===== src/sv/mti_pkg.sv =====
// package for the tanh network inference block: sizes, word types, tanh table
`timescale 1ns / 1ps
`default_nettype none
package mti_pkg;

  localparam int IN_NODES_D      = 2;
  localparam int HIDDEN_NODES_D  = 5;
  localparam int HIDDEN_LAYERS_D = 2;
  localparam int OUT_NODES_D     = 2;
  localparam int PARAM_DEPTH_D   = 64;

  localparam logic ACT_PARAM   = 1'b0;
  localparam logic ACT_FEATURE = 1'b1;

  typedef struct packed {
    logic               action;
    logic [5:0]         address;
    logic signed [15:0] sample_value;
    logic               run_now;
  } in_word_t;

  typedef struct packed {
    logic [2:0]         out_index;
    logic signed [15:0] out_value;
    logic               out_last;
  } out_word_t;

  // round(4096*tanh(n/4)) for n = 0..33
  function automatic logic [12:0] tanh_tab(input logic [5:0] n);
    logic [12:0] v;
    case (n)
      6'd0:  v = 13'd0;
      6'd1:  v = 13'd1003;
      6'd2:  v = 13'd1893;
      6'd3:  v = 13'd2602;
      6'd4:  v = 13'd3119;
      6'd5:  v = 13'd3475;
      6'd6:  v = 13'd3707;
      6'd7:  v = 13'd3856;
      6'd8:  v = 13'd3949;
      6'd9:  v = 13'd4006;
      6'd10: v = 13'd4041;
      6'd11: v = 13'd4062;
      6'd12: v = 13'd4076;
      6'd13: v = 13'd4084;
      6'd14: v = 13'd4089;
      6'd15: v = 13'd4091;
      6'd16: v = 13'd4093;
      6'd17: v = 13'd4094;
      6'd18: v = 13'd4095;
      6'd19: v = 13'd4095;
      default: v = 13'd4096;
    endcase
    return v;
  endfunction

endpackage
`default_nettype wire


===== src/sv/mti_mac.sv =====
// shared multiply-accumulate unit with round, saturate and tanh stage
`timescale 1ns / 1ps
`default_nettype none
module mti_mac (
  input  wire logic               clk,
  input  wire logic               clr,       // load bias*4096 into accumulator
  input  wire logic               acc_en,    // add registered product
  input  wire logic               mul_en,    // register a*b
  input  wire logic signed [15:0] bias,
  input  wire logic signed [15:0] a,
  input  wire logic signed [15:0] b,
  output logic signed [15:0]      sat_q,     // rounded, saturated sum
  output logic signed [15:0]      tanh_q     // tanh of sat_q
);

  logic signed [31:0] prod_r;
  logic signed [39:0] acc_r;

  // product register
  always_ff @(posedge clk) begin
    if (mul_en) prod_r <= a * b;
  end

  // accumulator
  always_ff @(posedge clk) begin
    if (clr) acc_r <= {{12{bias[15]}}, bias, 12'd0};
    else if (acc_en) acc_r <= acc_r + {{8{prod_r[31]}}, prod_r};
  end

  // round half up and saturate
  logic signed [28:0] rnd;
  always_comb begin
    rnd = 29'((acc_r + 40'sd2048) >>> 12);
    if (rnd > 29'sd32767) sat_q = 16'sd32767;
    else if (rnd < -29'sd32768) sat_q = -16'sd32768;
    else sat_q = rnd[15:0];
  end

  // table tanh with linear interpolation
  logic [16:0] mag;
  logic [5:0]  idx;
  logic [9:0]  frac;
  logic [12:0] lo, hi, y;
  logic [22:0] dp;
  always_comb begin
    mag  = sat_q[15] ? 17'(-$signed({sat_q[15], sat_q})) : 17'(sat_q);
    idx  = (mag[16:10] > 7'd32) ? 6'd32 : mag[15:10];
    frac = mag[9:0];
    lo   = mti_pkg::tanh_tab(idx);
    hi   = mti_pkg::tanh_tab(idx + 6'd1);
    dp   = (hi - lo) * frac + 23'd512;
    y    = lo + 13'(dp >> 10);
    tanh_q = sat_q[15] ? -$signed({3'd0, y}) : $signed({3'd0, y});
  end

endmodule
`default_nettype wire


===== src/sv/mti_seq.sv =====
// sequencer: stores, address generation and result register
`timescale 1ns / 1ps
`default_nettype none
module mti_seq #(
  parameter int IN_NODES      = mti_pkg::IN_NODES_D,
  parameter int HIDDEN_NODES  = mti_pkg::HIDDEN_NODES_D,
  parameter int HIDDEN_LAYERS = mti_pkg::HIDDEN_LAYERS_D,
  parameter int OUT_NODES     = mti_pkg::OUT_NODES_D,
  parameter int PARAM_DEPTH   = mti_pkg::PARAM_DEPTH_D
) (
  input  wire logic              clk,
  input  wire logic              rst_n,
  input  wire logic              in_valid,
  output logic                   in_stall,
  input  wire mti_pkg::in_word_t in_data,
  output logic                   out_valid,
  input  wire logic              out_stall,
  output mti_pkg::out_word_t     out_data
);

  localparam int ACT_DEPTH = HIDDEN_NODES * HIDDEN_LAYERS;
  localparam int OFS_WHH = IN_NODES * HIDDEN_NODES;
  localparam int OFS_WHO = OFS_WHH + HIDDEN_NODES * HIDDEN_NODES * (HIDDEN_LAYERS - 1);
  localparam int OFS_BH  = OFS_WHO + HIDDEN_NODES * OUT_NODES;
  localparam int OFS_BO  = OFS_BH + ACT_DEPTH;
  localparam int PAW = $clog2(PARAM_DEPTH);
  localparam int AW  = 12;   // packed address range
  localparam int SW  = 5;    // source counter
  localparam int NW  = 5;    // node counter
  localparam int LW  = 3;    // layer counter
  localparam int ACW = (ACT_DEPTH > 1) ? $clog2(ACT_DEPTH) : 1;
  localparam int FW  = (IN_NODES > 1) ? $clog2(IN_NODES) : 1;

  localparam logic [2:0] S_IDLE = 3'd0;
  localparam logic [2:0] S_BIAS = 3'd1;
  localparam logic [2:0] S_RD   = 3'd2;
  localparam logic [2:0] S_MUL  = 3'd3;
  localparam logic [2:0] S_ACC  = 3'd4;
  localparam logic [2:0] S_FIN  = 3'd5;
  localparam logic [2:0] S_OUT  = 3'd6;

  logic [2:0] state_r, state_nxt;
  logic [LW-1:0] lay_r, lay_nxt;    // HIDDEN_LAYERS means output layer
  logic [NW-1:0] node_r, node_nxt;
  logic [SW-1:0] src_r, src_nxt;

  logic signed [15:0] pmem [PARAM_DEPTH];
  logic signed [15:0] fbuf [IN_NODES];
  logic signed [15:0] amem [ACT_DEPTH];
  logic signed [15:0] pq_r, xq_r;
  logic               pvld_r;

  logic accept;
  assign in_stall = (state_r != S_IDLE);
  assign accept   = in_valid && !in_stall;

  // layer geometry
  logic [SW-1:0] nsrc;
  logic [NW-1:0] nnode;
  logic is_out;
  always_comb begin
    is_out = (lay_r == LW'(HIDDEN_LAYERS));
    nsrc  = (lay_r == '0) ? SW'(IN_NODES) : SW'(HIDDEN_NODES);
    nnode = is_out ? NW'(OUT_NODES) : NW'(HIDDEN_NODES);
  end

  // packed address of the current weight or bias
  logic [AW-1:0] waddr, baddr, raddr;
  always_comb begin
    if (lay_r == '0)
      waddr = AW'(node_r) * AW'(IN_NODES) + AW'(src_r);
    else if (is_out)
      waddr = AW'(OFS_WHO) + AW'(node_r) * AW'(HIDDEN_NODES) + AW'(src_r);
    else
      waddr = AW'(OFS_WHH) + (AW'(lay_r - 1'b1) * AW'(HIDDEN_NODES) + AW'(node_r))
              * AW'(HIDDEN_NODES) + AW'(src_r);
    baddr = is_out ? AW'(OFS_BO) + AW'(node_r)
                   : AW'(OFS_BH) + AW'(lay_r) * AW'(HIDDEN_NODES) + AW'(node_r);
    raddr = (state_r == S_BIAS) ? baddr : waddr;
  end

  logic [ACW-1:0] aidx, widx;
  always_comb begin
    aidx = ACW'(lay_r - 1'b1) * ACW'(HIDDEN_NODES) + ACW'(src_r);
    widx = ACW'(lay_r) * ACW'(HIDDEN_NODES) + ACW'(node_r);
  end

  // parameter store and operand reads
  always_ff @(posedge clk) begin
    if (accept && in_data.action == mti_pkg::ACT_PARAM &&
        32'(in_data.address) < PARAM_DEPTH)
      pmem[PAW'(in_data.address)] <= in_data.sample_value;
    pq_r   <= pmem[PAW'(raddr)];
    pvld_r <= (32'(raddr) < PARAM_DEPTH);
    if (lay_r == '0) xq_r <= fbuf[FW'(src_r)];
    else xq_r <= amem[aidx];
  end

  // feature buffer
  always_ff @(posedge clk) begin
    if (accept && in_data.action == mti_pkg::ACT_FEATURE &&
        32'(in_data.address) < IN_NODES)
      fbuf[FW'(in_data.address)] <= in_data.sample_value;
  end

  logic signed [15:0] pval, sat_q, tanh_q;
  assign pval = pvld_r ? pq_r : 16'sd0;

  // bias is loaded on the first operand read of a node only
  mti_mac u_mac (
    .clk(clk), .clr(state_r == S_RD && src_r == '0), .acc_en(state_r == S_ACC),
    .mul_en(state_r == S_MUL), .bias(pval), .a(xq_r), .b(pval),
    .sat_q(sat_q), .tanh_q(tanh_q)
  );

  // activation store
  always_ff @(posedge clk) begin
    if (state_r == S_FIN && !is_out) amem[widx] <= tanh_q;
  end

  // sequencer
  always_comb begin
    state_nxt = state_r;
    lay_nxt = lay_r;
    node_nxt = node_r;
    src_nxt = src_r;
    unique case (state_r)
      S_IDLE: if (accept && in_data.run_now) begin
        state_nxt = S_BIAS; lay_nxt = '0; node_nxt = '0; src_nxt = '0;
      end
      S_BIAS: state_nxt = S_RD;
      S_RD:   state_nxt = S_MUL;
      S_MUL:  state_nxt = S_ACC;
      S_ACC:  if (src_r == nsrc - 1'b1) state_nxt = S_FIN;
              else begin
                src_nxt = src_r + 1'b1; state_nxt = S_RD;
              end
      S_FIN:  if (is_out) state_nxt = S_OUT;
              else begin
                src_nxt = '0;
                state_nxt = S_BIAS;
                if (node_r == nnode - 1'b1) begin
                  node_nxt = '0; lay_nxt = lay_r + 1'b1;
                end else node_nxt = node_r + 1'b1;
              end
      S_OUT:  if (!out_stall) begin
                src_nxt = '0;
                if (node_r == nnode - 1'b1) state_nxt = S_IDLE;
                else begin
                  node_nxt = node_r + 1'b1; state_nxt = S_BIAS;
                end
              end
      default: state_nxt = S_IDLE;
    endcase
  end

  always_ff @(posedge clk) begin
    if (!rst_n) begin
      state_r <= S_IDLE; lay_r <= '0; node_r <= '0; src_r <= '0;
    end else begin
      state_r <= state_nxt; lay_r <= lay_nxt; node_r <= node_nxt; src_r <= src_nxt;
    end
  end

  // result word register
  always_ff @(posedge clk) begin
    if (state_r == S_FIN && is_out) begin
      out_data.out_index <= 3'(node_r);
      out_data.out_value <= sat_q;
      out_data.out_last  <= (node_r == NW'(OUT_NODES - 1));
    end
  end
  assign out_valid = (state_r == S_OUT);

  assert property (@(posedge clk) disable iff (!rst_n)
    out_valid && out_stall |=> out_valid && $stable(out_data))
    else $error("stalled result word changed");
  assert property (@(posedge clk) disable iff (!rst_n)
    out_valid |-> in_stall)
    else $error("input taken during result");
  assert property (@(posedge clk) disable iff (!rst_n)
    state_r == S_ACC |-> src_r < nsrc)
    else $error("source counter overran");
  assert property (@(posedge clk) disable iff (!rst_n)
    state_r != S_IDLE |-> lay_r <= LW'(HIDDEN_LAYERS))
    else $error("layer counter overran");
  assert property (@(posedge clk) disable iff (!rst_n)
    out_valid |-> is_out)
    else $error("result outside output layer");

endmodule
`default_nettype wire


===== src/sv/mlp_tanh_inference.sv =====
// top level of the tanh network inference block
// Parameter and feature words are taken one a cycle while idle. A word with run_now
// set starts a forward pass on one shared multiply-accumulate unit; the block stalls
// its input until the last result word is taken. Each node has a bias read, then a
// read, a multiply and an accumulate per source weight, then a finish step; each
// output word then waits in the output register until it is taken.
`timescale 1ns / 1ps
`default_nettype none
module mlp_tanh_inference #(
  parameter int IN_NODES      = mti_pkg::IN_NODES_D,
  parameter int HIDDEN_NODES  = mti_pkg::HIDDEN_NODES_D,
  parameter int HIDDEN_LAYERS = mti_pkg::HIDDEN_LAYERS_D,
  parameter int OUT_NODES     = mti_pkg::OUT_NODES_D,
  parameter int PARAM_DEPTH   = mti_pkg::PARAM_DEPTH_D
) (
  input  wire logic              clk,
  input  wire logic              rst_n,
  input  wire logic              in_valid,
  output logic                   in_stall,
  input  wire mti_pkg::in_word_t in_data,
  output logic                   out_valid,
  input  wire logic              out_stall,
  output mti_pkg::out_word_t     out_data
);

  mti_seq #(
    .IN_NODES(IN_NODES), .HIDDEN_NODES(HIDDEN_NODES), .HIDDEN_LAYERS(HIDDEN_LAYERS),
    .OUT_NODES(OUT_NODES), .PARAM_DEPTH(PARAM_DEPTH)
  ) u_seq (
    .clk(clk), .rst_n(rst_n), .in_valid(in_valid), .in_stall(in_stall),
    .in_data(in_data), .out_valid(out_valid), .out_stall(out_stall),
    .out_data(out_data)
  );

endmodule
`default_nettype wire


===== config.mk =====
export PLATFORM = sky130hd
export DESIGN_NAME = mlp_tanh_inference
export DESIGN_NICKNAME = d
export VERILOG_FILES = /design/src/sv/mti_pkg.sv /design/src/sv/mti_mac.sv /design/src/sv/mti_seq.sv /design/src/sv/mlp_tanh_inference.sv
export SDC_FILE = /design/constraint.sdc
export NUM_CORES = 2
export LEC_CHECK = 0
export ABC_AREA = 1
export BUFFER_PORTS_ARGS = -buffer_cell sky130_fd_sc_hd__buf_2
export CORE_ASPECT_RATIO = 2
export CORE_MARGIN = 3
export CORE_UTILIZATION = 55
export DETAILED_ROUTE_END_ITERATION = 8
export PLACE_DENSITY = 0.68
export SLEW_MARGIN = 30
export SYNTH_ARGS = -nofsm -noshare
export SYNTH_HDL_FRONTEND = slang
export SYNTH_SLANG_ARGS = --single-unit

===== constraint.sdc =====
create_clock -name clk -period 18.2 [get_ports clk]
set_clock_uncertainty 0.15 [all_clocks]
set_input_delay 4.55 -clock clk [delete_from_list [all_inputs] [get_ports clk]]
set_output_delay 4.55 -clock clk [all_outputs]
set_load 0.02 [all_outputs]

==> flow_results.xml <==
<?xml version="1.0" encoding="UTF-8"?>
<metrics>
  <group name="sta">
    <metric name="hold_violations" unit="">0</metric>
    <metric name="setup_repair_after_global_routing_missed_its_margin" unit="">false</metric>
    <metric name="fmaxAchievable" unit="MHz">61.2</metric>
    <metric name="setup-violations-final" unit="">0</metric>
    <metric name="fin_crit_sh" unit="">0.898</metric>
    <metric name="period_minus_slack" unit="ps">16350</metric>
    <metric name="drv_slew" unit="">0</metric>
    <metric name="fin_setup_tns" unit="ps">0</metric>
    <metric name="maxSlewHeadroom" unit="">0.326</metric>
    <metric name="timing_worst_slew_pin_value" unit="ps">1010</metric>
  </group>
  <group name="worst_setup_path">
    <metric name="worst_setup_path_end_kind" unit="">flip-flop</metric>
    <metric name="cp_slowest_stage_delay" unit="ps">580</metric>
    <metric name="reg2reg_from" unit="">u_seq.u_mac.acc_r[12]</metric>
    <metric name="r2r_cells" unit="">71</metric>
    <metric name="critPathKind" unit="">flip-flop to flip-flop</metric>
    <metric name="rr_endpoint" unit="">u_seq.amem[8][14]</metric>
    <metric name="required_time_at_the_worst_slack_endpoint" unit="ps">18460</metric>
    <metric name="critical_path.top_delay_family" unit="">adder cells</metric>
    <metric name="cp.buffers_inverters" unit="">14</metric>
    <metric name="r2r_slack" unit="ps">1850</metric>
    <metric name="worst_setup_path_start_kind" unit="">flip-flop</metric>
    <metric name="crit_path_frequent_cell" unit="">nand2_1</metric>
    <metric name="critical_path.max_fanout" unit="">28</metric>
    <metric name="cp_slowest_cell" unit="">xor2_1</metric>
    <metric name="timing.critical_path.arrival" unit="ps">16610</metric>
  </group>
  <group name="synth">
    <metric name="synth.largest_area_cell" unit="">edfxtp_1</metric>
    <metric name="mappedNetlistArea" unit="um^2">76600</metric>
    <metric name="ys_top_cells_by_count" unit="">edfxtp_1, inv_1, nand2_1, nand3_1, nor2_1</metric>
    <metric name="synthesized_area_divided_by_synthesized_cell_count" unit="um^2">10.4</metric>
    <metric name="yosysSeqAreaShare" unit="">0.524</metric>
    <metric name="synthesis.nets" unit="">8090</metric>
    <metric name="ys_top_cells_by_area" unit="">edfxtp_1, fa_1, inv_1, ha_1, nand2_1</metric>
    <metric name="synth_warnings" unit="">0</metric>
    <metric name="post_synth_edffs" unit="">1296</metric>
    <metric name="yosys.cell_types.count" unit="">61</metric>
    <metric name="synthCells" unit="">7348</metric>
    <metric name="synth_ff_type" unit="">edfxtp_1</metric>
    <metric name="proportion_of_synthesized_flip_flops_having_asynchronous_set_or_reset" unit="">0</metric>
    <metric name="yosys.area.top_type_share" unit="">0.508</metric>
    <metric name="synth_seq_cells" unit="">1358</metric>
    <metric name="synth.most_common_cell" unit="">edfxtp_1</metric>
  </group>
  <group name="route">
    <metric name="via_per_inst" unit="">5.70</metric>
    <metric name="dr_wl_met3" unit="um">8810</metric>
    <metric name="max_layer_used" unit="">met5</metric>
    <metric name="avgRoutedWirePerCell" unit="um">22.4</metric>
    <metric name="drc" unit="">0</metric>
    <metric name="wl" unit="um">209000</metric>
    <metric name="ant_nets" unit="">0</metric>
    <metric name="met2_wirelength" unit="um">115000</metric>
    <metric name="wl_met1" unit="um">68000</metric>
    <metric name="detailedRoute.firstPassIterationCount" unit="">6</metric>
    <metric name="initialDrtViolationCount" unit="">4091</metric>
    <metric name="via_count" unit="">52900</metric>
  </group>
  <group name="place">
    <metric name="portBuffers" unit="">49</metric>
    <metric name="dp_hpwl" unit="um">147000</metric>
    <metric name="place_congestion" unit="">0.975</metric>
  </group>
  <group name="final_layout">
    <metric name="fin_nets" unit="">8072</metric>
    <metric name="layout-area-overhead-vs-synth" unit="%">8.28</metric>
    <metric name="layout-drive-gt1-share" unit="">0.0626</metric>
  </group>
  <group name="outcome">
    <metric name="outcome" unit="">finished clean</metric>
  </group>
  <group name="clock_network">
    <metric name="cts.htree.levels" unit="">3</metric>
    <metric name="worst_setup_hold_path_clk_slew" unit="ps">70</metric>
    <metric name="cts.repair_timing.setup_buffer_count" unit="">0</metric>
    <metric name="clk_path_buf_depth" unit="">3</metric>
    <metric name="clk-insertion-delay-late" unit="ps">740</metric>
    <metric name="cts_resized" unit="">0</metric>
    <metric name="cts_hold_repair.buffers" unit="">0</metric>
    <metric name="cts_made_buffers" unit="">112</metric>
    <metric name="cts_sinks" unit="">1358</metric>
    <metric name="clock_tree_from_tritoncts" unit="">done</metric>
    <metric name="cts.root.buffer_cell" unit="">clkbuf_16</metric>
  </group>
  <group name="global_routing">
    <metric name="grt_first_pass_wirelength" unit="um">317000</metric>
    <metric name="grt_remaining_overflow" unit="">0</metric>
    <metric name="grt_pass1_vias" unit="">54800</metric>
    <metric name="pin_count_of_the_biggest_net_entering_global_routing" unit="">234</metric>
    <metric name="antenna_violations_before_repair" unit="">9</metric>
    <metric name="grt_util_all_layers" unit="">0.289</metric>
  </group>
  <group name="floorplanning">
    <metric name="die-width" unit="um">270</metric>
    <metric name="rows" unit="">193</metric>
    <metric name="top_level_i_o_count" unit="">50</metric>
    <metric name="core_area" unit="um^2">138000</metric>
    <metric name="floorplan.die_area" unit="um^2">144000</metric>
    <metric name="initial_core_util" unit="">0.553</metric>
    <metric name="die_y" unit="um">534</metric>
  </group>
  <group name="job">
    <metric name="drv_cap" unit="">0</metric>
  </group>
  <group name="worst_hold_path">
    <metric name="worst_hold_endpoint" unit="">u_seq.u_mac.acc_r[0]</metric>
    <metric name="whs_path_depth" unit="">2</metric>
    <metric name="hold_path_class" unit="">flip-flop to flip-flop</metric>
    <metric name="hold_start" unit="">u_seq.u_mac.acc_r[0]</metric>
  </group>
</metrics>
## per-layer routing
metal,vias up,track usage
li1,24700,-
met1,25900,0.289
met2,1677,0.559
met3,634,0.0290
met4,2,0.198
met5,-,0
## registers in the layout, summed over array words and instances (netlist names), 3 cells and up, named ones only
name,flops
u_seq.amem,160
u_seq.fbuf,32
u_seq.lay_r,3
u_seq.node_r,5
u_seq.out_data,20
u_seq.pmem,1024
u_seq.pq_r,16
u_seq.src_r,5
u_seq.state_r,3
u_seq.u_mac.acc_r,40
u_seq.u_mac.prod_r,32
u_seq.xq_r,16
## tightest hold or removal path: cells and delay by family (launching register included)
kind / cells / cell delay, ps
AND/OR/NAND/NOR: 2 / 130
flip-flops: 1 / 310
## cell usage in the layout, fill, tap and decap left out, drive strengths merged, types with 3 or more instances in the layout
cell type,netlist,routed
a211oi,7,7
a21boi,3,3
a21o,8,8
a21oi,443,443
a31o,3,3
a31oi,17,17
and2,7,7
buf,33,178
bufinv,0,11
clkbuf,277,145
clkinv,9,49
clkinvlp,0,9
dfxtp,62,62
diode,0,8
edfxtp,1296,1296
fa,401,401
ha,313,313
inv,1274,1281
nand2,958,958
nand3,610,610
nand3b,14,14
nand4,22,22
nor2,547,547
nor3,24,24
nor3b,4,4
nor4,6,6
o211ai,265,265
o21a,5,5
o21ai,480,480
o21bai,7,7
o221ai,11,11
o22ai,45,45
o31ai,4,4
or2,19,19
xnor2,69,69
xor2,89,89
## cells by family after synthesis
family	after synthesis	share of synthesized area
and+or+nand+nor	2214	0.125
AOI/OAI and AO/OA	1310	0.0979
DFF	1358	0.524
buffers and inverters	1593	0.0785
adders and majority gates	714	0.156
xor gates and xnor gates	158	0.0183
muxes	1	0.000131
## final cells by class
class,instances,area [um^2]
diodes,8,20.0
well taps,1852,2320
inverters,1283,4820
clock buffers,145,2980
clock inverters,67,790
repair buffers,178,1270
fillers,11400,55500
multi-input cells,4397,30600
flip-flops and latches,1358,40200
## how the worst max path moves through the flow
stage	depth (start not counted)	startpoint	endpoint
3_3_place_gp	74	u_seq.u_mac.acc_r[12]	u_seq.amem[3][15]
5_1_grt	70	u_seq.u_mac.acc_r[22]	u_seq.amem[7][14]
6_report	71	u_seq.u_mac.acc_r[12]	u_seq.amem[8][14]
4_1_cts	71	u_seq.u_mac.acc_r[12]	u_seq.amem[7][14]
3_5_place_dp	71	u_seq.u_mac.acc_r[12]	u_seq.amem[9][14]
2_1_floorplan	74	u_seq.u_mac.acc_r[12]	u_seq.amem[0][14]
## metrics by stage
stage	setup WS, ps	instance area (um^2)	std cells	util	hold slack [ps]
finish	1850	82900	9288	0.599	327
global route	556	82900	9284	0.599	361
CTS	1840	82900	9280	0.599	330
detailed placement	1870	79100	9068	0.572	319
global placement	2040	79100	9068	0.571	309
floorplan	4860	76600	7348	-	299
Power is left out: the tool's default activity adds up to more than one toggle a clock period on the data nets, which glitch-free logic cannot reach.
